File: src/rtl/core/fcba_pkg.sv
`default_nettype none

package fcba_pkg;

  localparam int unsigned NumBlocksDef = 4096;
  localparam int unsigned BlockIdxW    = 12;
  localparam int unsigned BlockCntW    = 13;

  typedef enum logic [1:0] {
    REQ_ALLOC  = 2'd0,
    REQ_FREE   = 2'd1,
    REQ_NEXT   = 2'd2,
    REQ_FORMAT = 2'd3
  } req_e;

  typedef enum logic [1:0] {
    ST_OK       = 2'd0,
    ST_NOSPACE  = 2'd1,
    ST_BADBLOCK = 2'd2
  } status_e;

  typedef struct packed {
    req_e                 req_type;
    logic [BlockIdxW-1:0] block_index;
    logic [BlockCntW-1:0] block_count;
  } in_t;

  typedef struct packed {
    logic [BlockIdxW-1:0] result_block;
    logic                 end_of_chain;
    status_e              status;
  } out_t;

endpackage

`default_nettype wire

File: src/rtl/core/fcba_ctrl.sv
`default_nettype none

module fcba_ctrl
  import fcba_pkg::*;
#(
  parameter int unsigned NUM_BLOCKS = NumBlocksDef
) (
  input  wire logic                                clk_i,
  input  wire logic                                rst_ni,
  input  wire logic                                start_i,
  input  wire in_t                                 req_i,
  output logic                                     idle_o,
  output logic                                     done_o,
  output out_t                                     res_o,
  output logic                                     we_o,
  output logic [$clog2(NUM_BLOCKS)-1:0]            waddr_o,
  output logic [$clog2(NUM_BLOCKS+1)-1:0]          wdata_o,
  output logic [$clog2(NUM_BLOCKS)-1:0]            raddr_o,
  input  wire logic [$clog2(NUM_BLOCKS+1)-1:0]     rdata_i
);

  localparam int unsigned AW = $clog2(NUM_BLOCKS);
  localparam int unsigned EW = $clog2(NUM_BLOCKS + 1);
  localparam int unsigned CW = (EW > BlockCntW) ? EW : BlockCntW;

  localparam logic [AW:0]   NumAddr  = (AW+1)'(NUM_BLOCKS);
  localparam logic [AW-1:0] LastAddr = AW'(NUM_BLOCKS - 1);
  localparam logic [EW-1:0] EndMark  = EW'(NUM_BLOCKS);
  localparam logic [EW-1:0] FreeInit = EW'(NUM_BLOCKS - 1);

  typedef enum logic [5:0] {
    S_CLEAR     = 6'b000001,
    S_IDLE      = 6'b000010,
    S_ALLOC     = 6'b000100,
    S_ALLOC_END = 6'b001000,
    S_FREE      = 6'b010000,
    S_NEXT      = 6'b100000
  } state_e;

  state_e        state_q, state_d;
  logic [AW:0]   scan_q, scan_d;
  logic          chk_vld_q, chk_vld_d;
  logic [AW-1:0] chk_addr_q, chk_addr_d;
  logic [CW-1:0] taken_q, taken_d;
  logic [CW-1:0] cnt_q, cnt_d;
  logic [CW-1:0] walked_q, walked_d;
  logic [AW-1:0] first_q, first_d;
  logic [AW-1:0] prev_q, prev_d;
  logic [AW-1:0] cur_q, cur_d;
  logic          head_q, head_d;
  logic [EW-1:0] free_q, free_d;
  logic [AW-1:0] clr_q, clr_d;
  logic          fmt_q, fmt_d;

  logic          idx_bad;
  logic [CW-1:0] req_cnt;
  logic          found;
  logic [AW-1:0] nxt;

  assign idx_bad = (req_i.block_index == '0) ||
                   ({20'd0, req_i.block_index} >= 32'(NUM_BLOCKS));
  assign req_cnt = CW'(req_i.block_count);
  assign found   = chk_vld_q && (rdata_i == '0);
  assign nxt     = rdata_i[AW-1:0];
  assign idle_o  = (state_q == S_IDLE);

  always_comb begin
    state_d    = state_q;
    scan_d     = scan_q;
    chk_vld_d  = chk_vld_q;
    chk_addr_d = chk_addr_q;
    taken_d    = taken_q;
    cnt_d      = cnt_q;
    walked_d   = walked_q;
    first_d    = first_q;
    prev_d     = prev_q;
    cur_d      = cur_q;
    head_d     = head_q;
    free_d     = free_q;
    clr_d      = clr_q;
    fmt_d      = fmt_q;
    done_o     = 1'b0;
    res_o      = '0;
    res_o.status = ST_OK;
    we_o       = 1'b0;
    waddr_o    = cur_q;
    wdata_o    = '0;
    raddr_o    = cur_q;

    case (state_q)
      S_CLEAR: begin
        // sweep the whole table; entry 0 keeps the end mark
        we_o    = 1'b1;
        waddr_o = clr_q;
        wdata_o = (clr_q == '0) ? EndMark : '0;
        clr_d   = clr_q + AW'(1);
        if (clr_q == LastAddr) begin
          free_d  = FreeInit;
          done_o  = fmt_q;
          state_d = S_IDLE;
        end
      end

      S_IDLE: begin
        if (start_i) begin
          cnt_d = req_cnt;
          case (req_i.req_type)
            REQ_ALLOC: begin
              if (req_cnt == '0) begin
                done_o = 1'b1;
              end else if (req_cnt > CW'(free_q)) begin
                done_o       = 1'b1;
                res_o.status = ST_NOSPACE;
              end else begin
                scan_d    = (AW+1)'(1);
                chk_vld_d = 1'b0;
                taken_d   = '0;
                first_d   = '0;
                prev_d    = '0;
                state_d   = S_ALLOC;
              end
            end
            REQ_FREE, REQ_NEXT: begin
              if (idx_bad) begin
                done_o       = 1'b1;
                res_o.status = ST_BADBLOCK;
              end else begin
                cur_d    = AW'(req_i.block_index);
                raddr_o  = AW'(req_i.block_index);
                walked_d = '0;
                head_d   = 1'b1;
                state_d  = (req_i.req_type == REQ_FREE) ? S_FREE : S_NEXT;
              end
            end
            REQ_FORMAT: begin
              clr_d   = '0;
              fmt_d   = 1'b1;
              state_d = S_CLEAR;
            end
            default: begin
              done_o = 1'b1;
            end
          endcase
        end
      end

      S_ALLOC: begin
        // one read per cycle; the data seen now belongs to chk_addr_q
        raddr_o    = scan_q[AW-1:0];
        chk_addr_d = scan_q[AW-1:0];
        chk_vld_d  = (scan_q < NumAddr);
        if (scan_q < NumAddr) begin
          scan_d = scan_q + (AW+1)'(1);
        end
        if (found) begin
          if (taken_q != '0) begin
            we_o    = 1'b1;
            waddr_o = prev_q;
            wdata_o = EW'(chk_addr_q);
          end else begin
            first_d = chk_addr_q;
          end
          prev_d  = chk_addr_q;
          taken_d = taken_q + CW'(1);
        end
        if ((found && (taken_q + CW'(1) == cnt_q)) ||
            (chk_vld_q && (chk_addr_q == LastAddr)) ||
            (!chk_vld_q && (scan_q == NumAddr))) begin
          state_d = S_ALLOC_END;
        end
      end

      S_ALLOC_END: begin
        // close the chain on its last block
        we_o    = 1'b1;
        waddr_o = prev_q;
        wdata_o = EndMark;
        free_d  = free_q - EW'(taken_q);
        done_o  = 1'b1;
        res_o.result_block = BlockIdxW'(first_q);
        state_d = S_IDLE;
      end

      S_FREE: begin
        if (rdata_i == '0) begin
          // a free head is a bad request; a free link just ends the walk
          done_o       = 1'b1;
          res_o.status = head_q ? ST_BADBLOCK : ST_OK;
          state_d      = S_IDLE;
        end else if (walked_q == cnt_q) begin
          done_o  = 1'b1;
          state_d = S_IDLE;
        end else begin
          we_o     = 1'b1;
          waddr_o  = cur_q;
          wdata_o  = '0;
          free_d   = free_q + EW'(1);
          walked_d = walked_q + CW'(1);
          head_d   = 1'b0;
          if ((walked_q + CW'(1) == cnt_q) || (rdata_i == EndMark) || (nxt == cur_q)) begin
            done_o  = 1'b1;
            state_d = S_IDLE;
          end else begin
            cur_d   = nxt;
            raddr_o = nxt;
          end
        end
      end

      S_NEXT: begin
        done_o  = 1'b1;
        state_d = S_IDLE;
        if (rdata_i == '0) begin
          res_o.status = ST_BADBLOCK;
        end else if (rdata_i == EndMark) begin
          res_o.end_of_chain = 1'b1;
        end else begin
          res_o.result_block = BlockIdxW'(rdata_i);
        end
      end

      default: begin
        state_d = S_IDLE;
      end
    endcase
  end

  always_ff @(posedge clk_i or negedge rst_ni) begin
    if (!rst_ni) begin
      state_q    <= S_CLEAR;
      scan_q     <= '0;
      chk_vld_q  <= 1'b0;
      chk_addr_q <= '0;
      taken_q    <= '0;
      cnt_q      <= '0;
      walked_q   <= '0;
      first_q    <= '0;
      prev_q     <= '0;
      cur_q      <= '0;
      head_q     <= 1'b0;
      free_q     <= FreeInit;
      clr_q      <= '0;
      fmt_q      <= 1'b0;
    end else begin
      state_q    <= state_d;
      scan_q     <= scan_d;
      chk_vld_q  <= chk_vld_d;
      chk_addr_q <= chk_addr_d;
      taken_q    <= taken_d;
      cnt_q      <= cnt_d;
      walked_q   <= walked_d;
      first_q    <= first_d;
      prev_q     <= prev_d;
      cur_q      <= cur_d;
      head_q     <= head_d;
      free_q     <= free_d;
      clr_q      <= clr_d;
      fmt_q      <= fmt_d;
    end
  end

endmodule

`default_nettype wire

File: config.mk
export PLATFORM = sky130hd
export DESIGN_NAME = fcba_ctrl
export DESIGN_NICKNAME = d
export VERILOG_FILES = /design/src/rtl/core/fcba_pkg.sv /design/src/rtl/core/fcba_ctrl.sv
export SDC_FILE = /design/constraint.sdc
export NUM_CORES = 1
export LEC_CHECK = 0
export BUFFER_PORTS_ARGS = -buffer_cell sky130_fd_sc_hd__buf_2
export CAP_MARGIN = 20
export CORE_MARGIN = 2
export CORE_UTILIZATION = 60
export CTS_BUF_LIST = sky130_fd_sc_hd__clkbuf_16
export DETAILED_ROUTE_END_ITERATION = 10
export GPL_ROUTABILITY_DRIVEN = 0
export PLACE_DENSITY_LB_ADDON = 0.25
export SLEW_MARGIN = 20
export SYNTH_ARGS = -nofsm -noshare
export SYNTH_HDL_FRONTEND = slang
export SYNTH_SLANG_ARGS = --single-unit
File: constraint.sdc
create_clock -name clk_i -period 4.8 [get_ports clk_i]
set_input_delay 0.96 -clock clk_i [delete_from_list [all_inputs] [get_ports clk_i]]
set_output_delay 0.96 -clock clk_i [all_outputs]
set_load 0.02 [all_outputs]
==> reports/metrics.cfg <==
[status]
outcome = finished, final reports clean

[sta]
grt_setup_unrepaired = no
min_period_ps = 4560
slew_limit_fails = 0
setup-tns-final_ps = 0
max_slew.worst_pin.slew_ps = 956
finalHoldViolCount = 0
clock-skew-final_ps = 7.49
setup-violations-final = 0
final_min_period_over_clock_period_pct = 95.1
maxClockFrequency_mhz = 219
timing.max_slew.rel_slack_pct = 35.9

[worst_setup_path]
worstPathArrival_ps = 3600
worstPathMaxFanout = 13
worst_r2r_startpoint = taken_q[0]$_DFFE_PN0P_
worst_r2r_endpoint = free_q[11]$_DFFE_PN1P_
timing.reg2reg.worst_path_depth = 13
timing.critical_path.from_type = register
critPathKind = reg2out
critPathCaptureType = output port
timing.reg2reg.setup_slack_ps = 1090
critPathCapture = waddr_o[0]
critical_path_required_time_ps = 3840
crit_path_start = taken_q[0]$_DFFE_PN0P_

[clocking]
clock_insertion_delay_worst_skew_ps = 430
max-clock-path-buffers = 2
cts_buffers = 17
clock_sinks = 134
worst_setup_hold_path_clk_slew_ps = 60
post_cts_resized = 0
ctsRootBufferMaster = clkbuf_16
cts.hold.buffers_added = 0
tritoncts = built
cts_htree_levels = 4
post_cts_buffers = 0

[grt]
antenna_found_initial = 0
largest_net_degree_at_the_start_of_global_routing = 110
global_route.usage.total_pct = 33.7
grt_first_pass_wirelength_um = 43800
first_global_vias = 8191
globalRouteOverflowTotal = 0

[logic_synthesis]
postSynthCellCount = 1068
synth_xor_xnor_area_share_pct = 6.98
synth_fa_ha_area_share_pct = 5.13
synth_ff_type = dfrtp_1
synth_nets = 1149
synth_enable_flop_cells = 0
post_synth.cell_area_avg_sq_um = 8.81
synth_top_family_by_area = simple AND/OR/NAND/NOR gates
synth_sequential_area_ratio_pct = 35.8
postSynth.asyncResetShare_pct = 100
synth_compound_gate_area_share_pct = 18.6
synth_cell_type_count = 79
yosysWarnings = 0
syn_area_sq_um = 9410
synth-seq-cells = 134
post_synth_mux_area_share_pct = 4.96
synth-simple-area-share_pct = 23.4

[route]
detail_route_antenna_nets = 0
detail_route.vias_per_cell = 6.56
dr.first_iter.drc_count = 1042
routed_wire_length_per_instance_um = 20.3
routed_wirelength_um = 27700
drt_first_pass_iters = 6
detailroute.via_count = 8947
drt_drc_violations_left = 0

[place]
count_of_input_and_output_buffers = 97
post-dp-hpwl_um = 20300

[power]
power_per_cell_area_nw_per_um2 = 533
power.leakage_nw = 5.01
irDropWorstVdd_mv = 0.413

[floorplanning]
num_io_pins = 98
die_x_um = 129
floorplan.initialDensity_pct = 61.7
floorplan.core_area_sq_um = 15300
die_area_sq_um = 16700
fp-row-count = 45
chipHeight_um = 129

[min_path]
worstHoldPathCells = 1
worstHoldPathType = reg2reg

[cells_and_area]
syn2layout_area_growth_pct = 12.6
final_layout_size_suffix_gt1_share_pct = 18.5
post-route-util_pct = 69.5
nNetsFinal = 1220

[job]
cap_viol_max_count = 0

worst min path at each step:
stage,end,slack (ps),from
2_1_floorplan,fmt_q$_DFFE_PN0P_,440,fmt_q$_DFFE_PN0P_
3_3_place_gp,fmt_q$_DFFE_PN0P_,450,fmt_q$_DFFE_PN0P_
3_5_place_dp,fmt_q$_DFFE_PN0P_,460,fmt_q$_DFFE_PN0P_
4_1_cts,fmt_q$_DFFE_PN0P_,470,fmt_q$_DFFE_PN0P_
5_1_grt,fmt_q$_DFFE_PN0P_,500,fmt_q$_DFFE_PN0P_
6_report,fmt_q$_DFFE_PN0P_,470,fmt_q$_DFFE_PN0P_
cell families (layout without fill, tap and decap cells):
| logic type | count (synthesis) | in the layout |
|---|---|---|
| mux | 42 | 42 |
| compound gates | 242 | 242 |
| buf+inv | 115 | 199 |
| other cells | 0 | 1 |
| flops | 134 | 134 |
| simple gates | 422 | 422 |
| xor+xnor | 75 | 75 |
| fa+ha+maj | 38 | 38 |
cell usage in the layout, fill, tap and decap left out, types with 20 or more instances in the layout:
master   netlist  final
a21oi_1       35     35
a221o_1       22     22
and2_1        30     30
and3_1        22     22
buf_2          9     96
buf_4          0     20
dfrtp_1      121    121
ha_1          37     37
inv_1         49     49
mux2_2        34     34
nand2_1      132    132
nand3_1       31     31
nand4_1       29     29
nor2_1        59     59
nor3_1        22     22
nor4_1        22     22
o21ai_0       46     46
or3_1         23     23
xnor2_1       48     48
xor2_1        27     27
stage by stage:
step	hold WS [ps]	total power [W]	worst slack (ps)	cells	instance area, sq um
2_1_floorplan	440	0.00362	1170	1068	9410
3_3_place_gp	454	0.00425	670	1330	10000
3_5_place_dp	457	0.00431	667	1331	10000
4_1_cts	473	0.00561	289	1363	10600
5_1_grt	498	0.00599	155	1363	10600
6_report	472	0.00565	236	1364	10600
power breakdown:
part | switching, W | internal (W) | leakage, nW
Combinational | 0.00151 | 0.00109 | 2.98
Sequential | 0.000397 | 0.00138 | 1.75
Clock | 0.000553 | 0.000723 | 0.271
Total | 0.00246 | 0.00319 | 5.01
registers in the layout, indices dropped and copies added, names as in the netlist:
name and cells:
chk_addr_q 12, chk_vld_q 1, clr_q 12, cnt_q 13, cur_q 12, first_q 12
fmt_q 1, free_q 13, head_q 1, prev_q 12, scan_q 13, state_q 6
taken_q 13, walked_q 13
worst max-delay path, stage by stage, from the launching register on:
cell and delay [ps]:
dfrtp_1 510, inv_1 150, ha_1 180, or3b_2 500
or4_4 480, nor4_2 360, o21ai_1 100, buf_4 200
nor2_1 140, buf_4 210, nand2_1 80, nand2_1 100
buf_2 160
synth_stat cells, drive strengths merged, types with 22 or more instances:
library cell,count,share of area [%]
nor4,23,1.6
o21ai,48,2.6
nor3,22,1.2
nand4,29,1.9
ha,37,4.9
nand2,132,5.3
or3,23,1.5
mux2,37,4.4
nor2,59,2.4
a221o,22,2.3
and2,31,2.1
a21oi,35,1.9
xnor2,48,4.5
dfrtp,121,32
inv,50,2.0
and3,23,1.6
xor2,27,2.5
nand3,32,1.8
clkbuf,48,1.9
metal layers:
metal,vias to the layer above,global-route usage (%),routed length (um)
met5,-,0,0
met4,0,11.6,832
met3,82,6.52,2210
met2,459,52.2,12900
met1,4327,47.5,11800
li1,4079,-,-
final cells by class:
| type | instances | area [sq um] |
|---|---|---|
| Inverter | 50 | 188 |
| Tap cell | 211 | 264 |
| Fill cell | 1221 | 4660 |
| Multi-Input combinational cell | 819 | 5560 |
| Antenna cell | 1 | 2.50 |
| Clock buffer | 17 | 425 |
| Sequential cell | 134 | 3370 |
| Timing Repair Buffer | 117 | 644 |
| Clock inverter | 15 | 148 |
(Power assumes the default switching activity.)
